### config.mk
export PLATFORM = sky130hd
export DESIGN_NAME = plrl_ram
export DESIGN_NICKNAME = d
export VERILOG_FILES = /design/src/plrl_ram.sv
export SDC_FILE = /design/constraint.sdc
export NUM_CORES = 2
export LEC_CHECK = 0
export ABC_AREA = 1
export BUFFER_PORTS_ARGS = -buffer_cell sky130_fd_sc_hd__buf_4
export CELL_PAD_IN_SITES_DETAIL_PLACEMENT = 1
export CELL_PAD_IN_SITES_GLOBAL_PLACEMENT = 1
export CORE_MARGIN = 2
export CORE_UTILIZATION = 50
export DETAILED_ROUTE_END_ITERATION = 6
export GPL_ROUTABILITY_DRIVEN = 1
export PLACE_DENSITY_LB_ADDON = 0.1
export RECOVER_POWER = 50
export SYNTH_ARGS = -nofsm -noshare
export SYNTH_HDL_FRONTEND = slang
export SYNTH_SLANG_ARGS = --single-unit
### constraint.sdc
create_clock -name i_clk -period 24.5 [get_ports i_clk]
set_input_delay 1.225 -clock i_clk [delete_from_list [all_inputs] [get_ports i_clk]]
set_output_delay 1.225 -clock i_clk [all_outputs]
set_load 0.02 [all_outputs]
### src/plrl_ram.sv
// ----------------------------------------------------------------------------
// plrl_ram
// Generic simple dual-port RAM, one write port, registered read port.
// ----------------------------------------------------------------------------
module plrl_ram #(
    parameter int WIDTH = 64,
    parameter int DEPTH = 64
) (
    input  logic                     i_clk,
    input  logic                     i_we,
    input  logic [$clog2(DEPTH)-1:0] i_waddr,
    input  logic [WIDTH-1:0]         i_wdata,
    input  logic [$clog2(DEPTH)-1:0] i_raddr,
    output logic [WIDTH-1:0]         o_rdata
);

    logic [WIDTH-1:0] r_mem [DEPTH];
    logic [WIDTH-1:0] r_rdata;

    // write and registered read
    always_ff @(posedge i_clk) begin
        if (i_we) begin
            r_mem[i_waddr] <= i_wdata;
        end
        r_rdata <= r_mem[i_raddr];
    end

    assign o_rdata = r_rdata;

endmodule

# Word level (Yosys, flattened, before mapping)
# Memories as Yosys holds them, arrays and structs flattened. A register that Yosys moved wholly into a read port is not among the register bits.
# Cells that the tools add are included.
# Widths: inputs -> output; s select.
dict set report totals {
  register_bits 0
  word_cells 3
  in_bits 78
  output_inout_bits 64
  memories 1
  ramBits 4096
}
# memory depth word_bits rd rd_clocked_by_memory_dff write_ports line
set memory_table {}
lappend memory_table {r_mem 64 64 1 1 1 17} ;# logic [WIDTH-1:0] r_mem [DEPTH];
dict set report op_classes {
  n_mux 2
}
# op n
set op_table {}
lappend op_table {{$mux 1} 2}

# Depth between registers and ports, before layout
dict set report depth {
  ltp_word 2
  depth_mapped 13
}

# Worst setup path after synthesis
# No wires, ideal clock.
dict set report synth_path {
  path_type {input -> register}
  from {input port i_we}
  to {memory r_mem[48][0] (enable)}
  t_arrival_ns 7.861
  n_path_buf 1
  path_stages 3
  slack_ns 15.993
  path_cell_list {clkbuf_1 -> nand4_1 -> nor4_1}
}
dict set report synth_between {
  elab_chain_cells 2
}
# item line
set synth_rtl {}
lappend synth_rtl {{from (decl)} 10} ;# input logic i_we,
lappend synth_rtl {{$mux 1} 22} ;# if (i_we) begin
lappend synth_rtl {{$mux 1 (implied by the code)} 23} ;# r_mem[i_waddr] <= i_wdata;
lappend synth_rtl {{to (decl)} 17}
# No other way between the ends.

==> summary.md <==
| Metric | Value |
|---|---|
| Final wirelength | 584,000 microns |
| Crit path DAT | 6.35 ns |
| Layout Nets | 13,400 |
| Resize count post-CTS | 0 |
| Tot Pwr | 15,300 uW |
| YS warnings | 0 |
| Clk_skew | 0.0267 ns |
| Final setup viols | 0 |
| Critical Path Source Type | primary input |
| Ports | 142 |
| Vias in the first global route | 116,000 |
| Synthesis-to-layout area growth | 10.8% |
| Leading cell type in the layout, fill and taps excluded | nand2_1 |
| Number of port buffers | 141 |
| DP Wirelength | 291,000 microns |
| Post-CTS setup buffer count | 0 |
| GR Util All Layers | 34.6% |
| R2R setup slack | 22.69 ns |
| Fmax | 184 MHz |
| Max IR drop VDD | 0.0661 mV |
| Power Internal | 11,800 uW |
| Slew HR | -100% |
| Pwr Density | 83.4 nW/um^2 |
| CP required | 25.42 ns |
| Pins over their slew limit | 4,234 |
| CTS root buf | clkbuf_16 |
| Critical Path Start | i_raddr[0] |
| Placer Congestion | 0.798 |
| Syn Nets | 13,500 |
| Hold path start | i_raddr[5] |
| Sum Neg Setup Slack | 0 ns |
| Leak | 0.0640 uW |
| Period utilisation layout | 22.2% |
| Crit Path Class | in2reg |
| Later-pin clock latency in the skew report | 0.99 ns |
| ANT nets after route | 0 |
| Flop pwr share | 51.9% |
| Grt ovf | 0 |
| Unrepaired setup endpoints after global routing | false |
| First-pass GRT wire length | 831,000 microns |
| Logic gate share of total power | 5.8% |
| Cell area after synthesis | 165,000 sq um |
| Area of placed instances | 170,000 sq um |
| Sw frac | 22.9% |
| Via-per-instance ratio | 6.30 |
| Row count | 211 |
| Failing checks | max-capacitance violations, max-slew violations |
| FF+latch count, synth | 4,160 |
| CP Max Fanout | 191 |
| Fin crit period | 5.43 ns |
| WL per Instance | 32.3 microns |
| Post-route cell area | 183,000 sq um |
| Total Die Area | 335,000 sq um |
| DRT Pass-1 Iters | 6 |
| Crit Reg-Reg Startpoint | r_mem[34][57] |
| CTS Hold Bufs | 0 |
| Via count | 114,000 |
| Commonest non-fill, non-tap cells in the layout | nand2_1, edfxtp_1, nand3_1 |
| Clock power frac | 42.3% |
| Htree depth | 5 |
| Crit. End Element | flop |
| Post-synthesis sequential area ratio | 75.2% |
| Average size of a mapped cell | 12.3 sq um |
| Largest net degree at the start of global routing | 196 |
| Worst slew pin tran | 3.00 ns |
| CTS tree | done |
| Final Hold Vio Count | 0 |
| Clock-pin slew on the worst setup and hold paths | 0.06 ns |
| Max-cap violations | 69 |
| Worst min path class | in2reg |
| Clock Path Buffers | 4 |
| Cells after synthesis | 13,400 |
| Total clock sinks | 4,160 |
| Chip height | 579 microns |
| Initial antenna violation count | 35 |
| Share of cells above drive strength 1 | 7.25% |
| Status | finished with violations |
| Starting Density | 50.1% |
| Iteration-0 DRC Markers | 14,200 |
| Total CTS buffers | 430 |
| Drt drc | 0 |
| Core Box Area | 330,000 sq um |
| Netlist cell types | 16 |
| Die X | 579 microns |
| Switching pwr | 3500 uW |
## Yosys cell counts, drive strengths merged
master | instances | area share, %
buf | 750 | 2.6
dfxtp | 64 | 0.78
clkbuf | 147 | 0.33
edfxtp | 4096 | 74
nor2 | 56 | 0.13
nand4 | 9 | 0.034
nand3 | 3847 | 12
nor4 | 8 | 0.030
nand2 | 4416 | 10
inv | 12 | 0.030
## final timing paths
check | end | depth (start not counted)
min reg2reg | o_rdata[31] | 8
min | o_rdata[33] | 3
max | o_rdata[25] | 14
max reg2reg | o_rdata[57] | 8
## per-stage QoR
step / hold slack, ns / instances / setup slack (ns) / util [%]
2_1_floorplan: 0.721 / 13400 / 15.99 / -
3_3_place_gp: 0.784 / 17300 / 18.35 / 51.5
3_5_place_dp: 0.779 / 17300 / 18.28 / 51.5
4_1_cts: 0.629 / 18100 / 19.31 / 55.6
5_1_grt: 0.662 / 18100 / 18.84 / 55.5
6_report: 0.678 / 18100 / 19.07 / 55.5
## cell families after synthesis
group | synth area share (%)
and+or+nand+nor | 21.9
DFF | 75.2
buffers and inverters | 2.95
## power by group through the flow
stage / sequential, uW / clock, uW / combinational, uW
after floorplan: 8060 / 0 / 486
after global placement: 8060 / 0 / 849
after detailed placement: 8060 / 0 / 876
after CTS: 7910 / 6510 / 882
after global routing: 7930 / 6770 / 953
final: 7930 / 6450 / 881
## sequential cells by signal, summed over array words and instances (netlist names)
signal   cells
r_mem     4096
o_rdata     64
## area by class of cell
type	instances	area (sq um)
Timing Repair Buffer	395	2960
Sequential cell	4160	124000
Antenna cell	17	42.5
Tap cell	4366	5460
Fill cell	32700	147000
Clock buffer	585	11800
Clock inverter	216	1830
Inverter	12	105
Multi-Input combinational cell	8336	36600
## per-layer routing
metal | up-vias | part of all wire (%) | GRT usage, %
li1 | 47800 | - | -
met1 | 59400 | 39 | 45.8
met2 | 5529 | 48 | 57.0
met3 | 1243 | 8.2 | 5.48
met4 | 10 | 4.8 | 14.9
met5 | - | 0.011 | 0
## critical path: stages
cell     delay, ns
buf_16        0.21
inv_16        0.44
buf_4         0.69
buf_4         0.76
buf_4         0.80
buf_4         0.81
nand2_1       0.14
nand3_1       0.12
nand3_1       0.09
nand3_1       0.12
nand3_1       0.09
nand2_1       0.09
nand2_1       0.09
nand2_1       0.12
No activity file was read; power rests on OpenSTA's default activity.
