<file path="src/plrl_pkg.sv">
// ----------------------------------------------------------------------------
// plrl_pkg
// Types and constants of the piecewise-linear rate lookup.
// ----------------------------------------------------------------------------
package plrl_pkg;

    localparam int DIST_W  = 24;
    localparam int RATE_W  = 40;
    localparam int ENTRY_W = DIST_W + RATE_W;
    localparam int PROD_W  = DIST_W + RATE_W;

    // opcodes
    localparam logic [1:0] OP_CLEAR  = 2'd0;
    localparam logic [1:0] OP_INSERT = 2'd1;
    localparam logic [1:0] OP_QUERY  = 2'd2;

    // status codes
    localparam logic ST_DONE    = 1'b0;
    localparam logic ST_REFUSED = 1'b1;

    typedef struct packed {
        logic [DIST_W-1:0] key;
        logic [RATE_W-1:0] rate;
    } t_entry;

    typedef enum logic [3:0] {
        S_IDLE,
        S_INS_RD,
        S_INS_CHK,
        S_INS_PUT,
        S_Q_RD0,
        S_Q_CHK0,
        S_Q_CHKL,
        S_Q_RD,
        S_Q_SCAN,
        S_Q_GO,
        S_Q_WAIT,
        S_CLAMP,
        S_FIN
    } t_state;

    typedef enum logic [1:0] {
        MD_IDLE,
        MD_MUL,
        MD_DIV,
        MD_DONE
    } t_md_state;

    // request to the multiply/divide unit
    typedef struct packed {
        logic              start;
        logic [DIST_W-1:0] off;
        logic [DIST_W-1:0] span;
        logic [RATE_W-1:0] delta;
    } t_md_req;

    typedef struct packed {
        logic              done;
        logic [RATE_W-1:0] quot;
    } t_md_rsp;

endpackage

</file>
<file path="src/plrl_muldiv.sv">
// ----------------------------------------------------------------------------
// plrl_muldiv
// Serial unit: off * delta by shift-add (24 steps), then restoring division
// of the product by span (64 steps).
// ----------------------------------------------------------------------------
module plrl_muldiv
    import plrl_pkg::*;
(
    input  logic    i_clk,
    input  logic    i_rst_n,
    input  t_md_req i_req,
    output t_md_rsp o_rsp
);

    localparam int CNT_W = $clog2(PROD_W + 1);

    t_md_state         r_state, n_state;
    logic [CNT_W-1:0]  r_cnt;
    logic [PROD_W-1:0] r_num;
    logic [PROD_W-1:0] r_mcand;
    logic [DIST_W-1:0] r_mplier;
    logic [DIST_W-1:0] r_span;
    logic [DIST_W-1:0] r_rem;
    logic [DIST_W:0]   rem_sh;
    logic              q_bit;
    logic              last_step;

    assign rem_sh    = {r_rem, r_num[PROD_W-1]};
    assign q_bit     = (rem_sh >= {1'b0, r_span});
    assign last_step = (r_cnt == CNT_W'(1));

    // next state
    always_comb begin
        n_state = r_state;
        unique case (r_state)
            MD_IDLE: if (i_req.start) n_state = MD_MUL;
            MD_MUL:  if (last_step)   n_state = MD_DIV;
            MD_DIV:  if (last_step)   n_state = MD_DONE;
            MD_DONE: n_state = MD_IDLE;
            default: n_state = MD_IDLE;
        endcase
    end

    // outputs
    always_comb begin
        o_rsp.done = (r_state == MD_DONE);
        o_rsp.quot = r_num[RATE_W-1:0];
    end

    always_ff @(posedge i_clk) begin
        if (!i_rst_n) begin
            r_state <= MD_IDLE;
        end else begin
            r_state <= n_state;
        end
    end

    // datapath
    always_ff @(posedge i_clk) begin
        case (r_state)
            MD_IDLE: begin
                r_num    <= '0;
                r_mcand  <= PROD_W'(i_req.delta);
                r_mplier <= i_req.off;
                r_span   <= i_req.span;
                r_rem    <= '0;
                r_cnt    <= CNT_W'(DIST_W);
            end
            MD_MUL: begin
                if (r_mplier[0]) begin
                    r_num <= r_num + r_mcand;
                end
                r_mcand  <= {r_mcand[PROD_W-2:0], 1'b0};
                r_mplier <= {1'b0, r_mplier[DIST_W-1:1]};
                r_cnt    <= last_step ? CNT_W'(PROD_W) : r_cnt - CNT_W'(1);
            end
            MD_DIV: begin
                // remainder stays below span
                r_rem <= q_bit ? DIST_W'(rem_sh - {1'b0, r_span}) : rem_sh[DIST_W-1:0];
                r_num <= {r_num[PROD_W-2:0], q_bit};
                r_cnt <= r_cnt - CNT_W'(1);
            end
            default: begin
            end
        endcase
    end

endmodule

</file>
<file path="config.mk">
export PLATFORM = sky130hd
export DESIGN_NAME = plrl_muldiv
export DESIGN_NICKNAME = d
export VERILOG_FILES = /design/src/plrl_pkg.sv /design/src/plrl_muldiv.sv
export SDC_FILE = /design/constraint.sdc
export NUM_CORES = 1
export LEC_CHECK = 0
export BUFFER_PORTS_ARGS = -buffer_cell sky130_fd_sc_hd__buf_2
export CORE_AREA = 3 3 146 176
export DETAILED_ROUTE_END_ITERATION = 8
export DIE_AREA = 0 0 149 179
export PLACE_DENSITY = 0.77
export SYNTH_ARGS = -nofsm -noshare
export SYNTH_HDL_FRONTEND = slang
export SYNTH_SLANG_ARGS = --single-unit
</file>
<file path="constraint.sdc">
create_clock -name i_clk -period 6.4 [get_ports i_clk]
set_clock_uncertainty 0.2 [all_clocks]
set_input_delay 1.28 -clock i_clk [delete_from_list [all_inputs] [get_ports i_clk]]
set_output_delay 1.28 -clock i_clk [all_outputs]
set_load 0.005 [all_outputs]
</file>
# --- After elaboration in Yosys (flattened, before gate mapping) ---
# Cells that the tools add are included.
op_classes:
  eq_ne: 8
  muxes: 12
  magnitude_cmp: 1
  n_reduce_logical: 6
  add_sub_neg: 3
op_table:
  columns: ["cell", "count"]
  rows:
  - ["$pmux 64 s3", 1]
  - ["$pmux 64 s2", 1]
  - ["$pmux 24 s2", 2]
  - ["$add 64x64->64", 1]
  - ["$mux 64", 1]
  - ["$ge 25x24->1", 1]
  - ["$mux 24", 1]
  - ["$sub 24x24->24", 1]
  - ["$pmux 7 s3", 1]
  - ["$ne 2x2->1 const B", 4]
  - ["$pmux 2 s4", 1]
  - ["$eq 7x1->1 const B", 1]
  - ["$mux 7", 1]
  - ["$sub 7x1->7 const B", 1]
  - ["$mux 2", 3]
  - ["$eq 2x2->1 const B", 2]
  - ["$reduce_bool 2->1", 2]
  - ["$reduce_and 3->1", 1]
  - ["$reduce_bool 3->1", 1]
  - ["$eq 2x1->1 const B", 1]
  - ["$logic_not 2->1", 1]
  - ["$reduce_and 2->1", 1]
word_totals:
  in_bits: 91
  regBits: 209

# --- Depth between registers and ports, before layout ---
logic_depth:
  ltp_word: 3
  mapped_depth: 14
  ltp_nobuf: 14

# --- Worst setup path after synthesis ---
# OpenSTA, ideal clock, no wires.
synth_timing:
  path_kind: "register to register"
  startpoint: "reg r_state[1]"
  endpoint: "reg r_num[0], enable pin"
  n_path_buf: 3
  required_ns: 5.693
  arrival_ns: 4.214
  path_slack_ns: 1.479
  stages_incl_launch_ff: 7
  path_cell_list: "dfxtp_1 > inv_1 > ha_1 > clkbuf_1 > clkbuf_1 > clkbuf_1 > a21oi_1"
synth_via:
  elab_chain_cells: 3
  elab_cells_between_ends: 6
  cone_classes: "3 x eq/ne; 3 x reduce/logical"
synth_lines:
  columns: ["item", "line_no", "rtl"]
  rows:
  - ["start: declaration", "plrl_muldiv.sv:17", "t_md_state r_state, n_state;"]
  - ["start signal: assignment", "plrl_muldiv.sv:54", "r_state <= n_state;"]
  - ["$eq 2x1->1, or another cell as far along", "plrl_muldiv.sv:60", "case (r_state)"]
  - ["$ne 2x2->1 (no line) or $reduce_bool 3->1 (tied branches)", null, null]
  - ["$reduce_and 2->1 (no line) *", null, null]
  - ["end signal: assignment", "plrl_muldiv.sv:71", "r_num <= r_num + r_mcand;"]
  - ["end signal: assignment", "plrl_muldiv.sv:80", "r_num <= {r_num[PROD_W-2:0], q_bit};"]
  - ["end: declaration", "plrl_muldiv.sv:19", "logic [PROD_W-1:0] r_num;"]
# Mark *: on every way between the ends. The rest lies on a longest branch, timed or not.
# A chain may end at the register's enable or synchronous reset.

# --- Final worst setup path ---
layout_timing:
  startpoint: "reg r_num[0]"
  endpoint: "reg r_num[52], data pin"
layout_via:
  elab_chain_cells: 3
layout_lines:
  columns: ["item", "line_no", "rtl"]
  rows:
  - ["$add 64x64->64", "plrl_muldiv.sv:71", null]
  - ["$mux 64", "plrl_muldiv.sv:70", "if (r_mplier[0]) begin"]
  - ["$pmux 64 s3", "plrl_muldiv.sv:60", null]
# Every way passes these cells. The select of a mux whose other input is x is not followed.

==> results.toml <==
[clocking]
cts_buffers = 24
cts_buffer_depth = 3
holdBufCountCts = 0
cts_resized = 0
clock-sinks = 209
htree_levels = 1
postCtsSetupRepairBufs = 0
clock_insertion_delay_worst_skew_ns = 0.53
cts_tree = "built"
cts_root_buf = "clkbuf_16"
cts.reportedPaths.clkPinSlew_ns = 0.06

[grt]
grt_max_degree = 65
grt.total_usage_pct = 22.5
grt_first_pass_wirelength_um = 50000
antenna_found_initial = 0
grt_pass1_vias = 10497
gr-total-overflow = 0

[synth]
synth_edf_count = 207
ys_warn_count = 0
yosysTopAreaCell = "edfxtp_1"
synth_seq_cells = 209
ys_seq_area_share_pct = 45.2
ys_async_sr_fraction_pct = 0
yosys_most_used_dff = "edfxtp_1"
syn_area_sq_mm = 0.0138
synth_fp_nets = 1491
avgSynthCellArea_sq_um = 10.6
synthDistinctLibCells = 79
syn_inst = 1304
synth_area_leaders = "edfxtp_1 (45%), ha_1 (8.5%), mux2_2 (5.0%), xnor2_1 (3.2%), a21oi_1 (3.0%)"
synth_top_area_share_pct = 44.9

[setup_path]
crit_path_max_fanout = 4
crit_type = "flop to flop"
rr_startpoint = "r_num[0]"
timing.rr.end = "r_num[52]"
worstPathArrival_ns = 3.90
r2r_cells = 14
crit_path_end_kind = "flop"
worstPathRequired_ns = 6.47
start_kind = "flop"
r2r_slack_ns = 2.57

[pwr]
power_switching_uw = 3270
p_int_uw = 4710
leakage_uw = 0.00638
pwr-share-clk_pct = 16.7
powerDensity_mw_per_mm2 = 524
combPwrFrac_pct = 50.6
ir_drop_uv = 402
seq_power_share_pct = 32.7
p_sw_share_pct = 41.0
power.total_uw = 7980

[routing]
first_iter_violations = 642
dr.pass1.iters = 5
post_drt_wl_per_cell_um = 17.8
finalWirelength_um = 30300
drc_errors = 0
ant_nets = 0
vias = 10069
vias_per_cell = 5.91

[timing]
slew_headroom_pct = 43.6
finalHoldViolations = 0
worst_slew_pin_slew_ns = 0.846
fin_crit_sh_pct = 59.8
maxSlewViolCount = 0
setup_ws_ns = 2.57
finalSetupTns_ns = 0
grt_setup_unrepaired = "false"
fin_crit_ns = 3.83
setup_viol = 0
fmax_mhz = 261

[floorplanning]
die_h_um = 179
dieArea_sq_mm = 0.0267
ios = 132
die_w_um = 149
fp-row-count = 62
initial_core_util_pct = 57.6
fp.coreArea_sq_mm = 0.0240

[finish]
regArea_sq_mm = 0.00626
area_growth_pct = 9.83
fillerInstances = 1944
n_antenna_cell = 0
nets = 1556
final_layout_size_suffix_gt1_share_pct = 19.4
fin_cells = 1705
multi_input_area_sq_mm = 0.00686

[placed_design]
post-place-ws_ns = 2.62
dp.cells = 1663
port_buffers = 131
place_congestion = 0.867
post-dp-hpwl_um = 21600

[hold_path]
hold_end = "r_mplier[16]"
hp-class = "flop to flop"
holdPathStages = 1
hp-start = "r_mplier[17]"

[flow_run]
cap_violations = 0

[run_status]
status = "completed"
==> how the worst max path moves through the flow <==
stage | slack [ns] | to | startpoint
after CTS | 2.58 | r_num[52] | r_num[0]
after global routing | 2.28 | r_num[56] | r_num[0]
final | 2.57 | r_num[52] | r_num[0]
after global placement | 2.72 | r_num[63] | r_num[8]
after detailed placement | 2.62 | r_num[52] | r_num[0]
after floorplan | 1.48 | r_num[0] | r_state[1]
==> metrics by stage <==
step / hold slack (ns) / utilization [%] / cell area (sq um)
floorplan: 0.323 / - / 13800
global placement: 0.329 / 60.1 / 14500
detailed placement: 0.336 / 60.1 / 14500
CTS: 0.350 / 63.3 / 15200
global route: 0.362 / 63.3 / 15200
finish: 0.345 / 63.3 / 15200
==> synth_stat cells (all sizes together) (6+ instances only) <==
master and count:
a21oi 88, a211oi 9, o21bai 9, nand2b 14
edfxtp 207, nor3 12, a22oi 25, mux2 62
nor4 6, a21o 39, inv 60, or2 6
nand3 9, clkbuf 53, o21ai 92, o31ai 6
buf 47, nor2 55, a31oi 11, xor2 34
a21boi 6, o211ai 6, nor2b 59, nand4 22
ha 94, mux2i 21, and2 29, o21a 9
xnor2 50, nand2 106
==> registers in the layout, indices dropped and copies added (netlist names) <==
register,count
r_mplier,24
r_state,2
r_mcand,64
r_num,64
r_cnt,7
r_span,24
r_rem,24
==> logic make-up (layout without fill, tap and decap cells) <==
logic type      after synthesis  count (layout)  synth area share [%]
flops                       209             209                  45.2
buf+inv                     160             241                  5.52
simple gates                330             330                  12.0
xor+xnor                     84              84                  5.31
fa+ha+maj                    96              96                  8.78
mux                          83              83                  6.56
compound gates              342             342                  16.7
==> critical path: stages, from the launching register on <==
cell	delay (ns)
edfxtp_1	0.38
ha_1	0.22
inv_1	0.07
fa_1	0.40
nor2b_1	0.16
o31ai_1	0.11
a2111oi_2	0.36
o21ai_1	0.15
o21ai_1	0.31
a41oi_2	0.23
o211ai_1	0.36
nand2_1	0.09
o21ai_1	0.17
xor2_1	0.09
a32o_1	0.26
==> area by class of cell <==
class | count | area share [%]
multi-input combinational | 935 | 45.1
sequential | 209 | 41.1
timing repair buffer | 139 | 4.71
clock buffer | 29 | 4.21
tap | 320 | 2.63
inverter | 60 | 1.48
clock inverter | 13 | 0.749
==> layout by cell type (no fill, tap or decap), types with 55 or more instances in the layout <==
master / synthesis / final
buf_2: 3 / 131
mux2_2: 62 / 62
nor2b_1: 59 / 59
edfxtp_1: 207 / 207
ha_1: 94 / 92
nor2_1: 55 / 55
nand2_1: 106 / 106
inv_1: 60 / 60
a21oi_1: 84 / 83
o21ai_0: 68 / 68
==> metal layers <==
| metal | global-route usage, % | vias up | share of wire, % |
|---|---|---|---|
| met5 | 0 | - | 0 |
| met2 | 39.6 | 259 | 50 |
| met1 | 27.4 | 4858 | 41 |
| met3 | 4.50 | 65 | 5.7 |
| met4 | 8.20 | 0 | 3.3 |
| li1 | - | 4887 | - |
==> power by group through the flow <==
stage | registers, uW | logic, uW | clock network (uW)
detailed placement | 2630 | 4010 | 0
global route | 2670 | 4470 | 1410
finish | 2610 | 4040 | 1330
floorplan | 2530 | 3220 | 0
CTS | 2610 | 4030 | 1360
global placement | 2620 | 3920 | 0
Power figures use the tool's default switching activity.
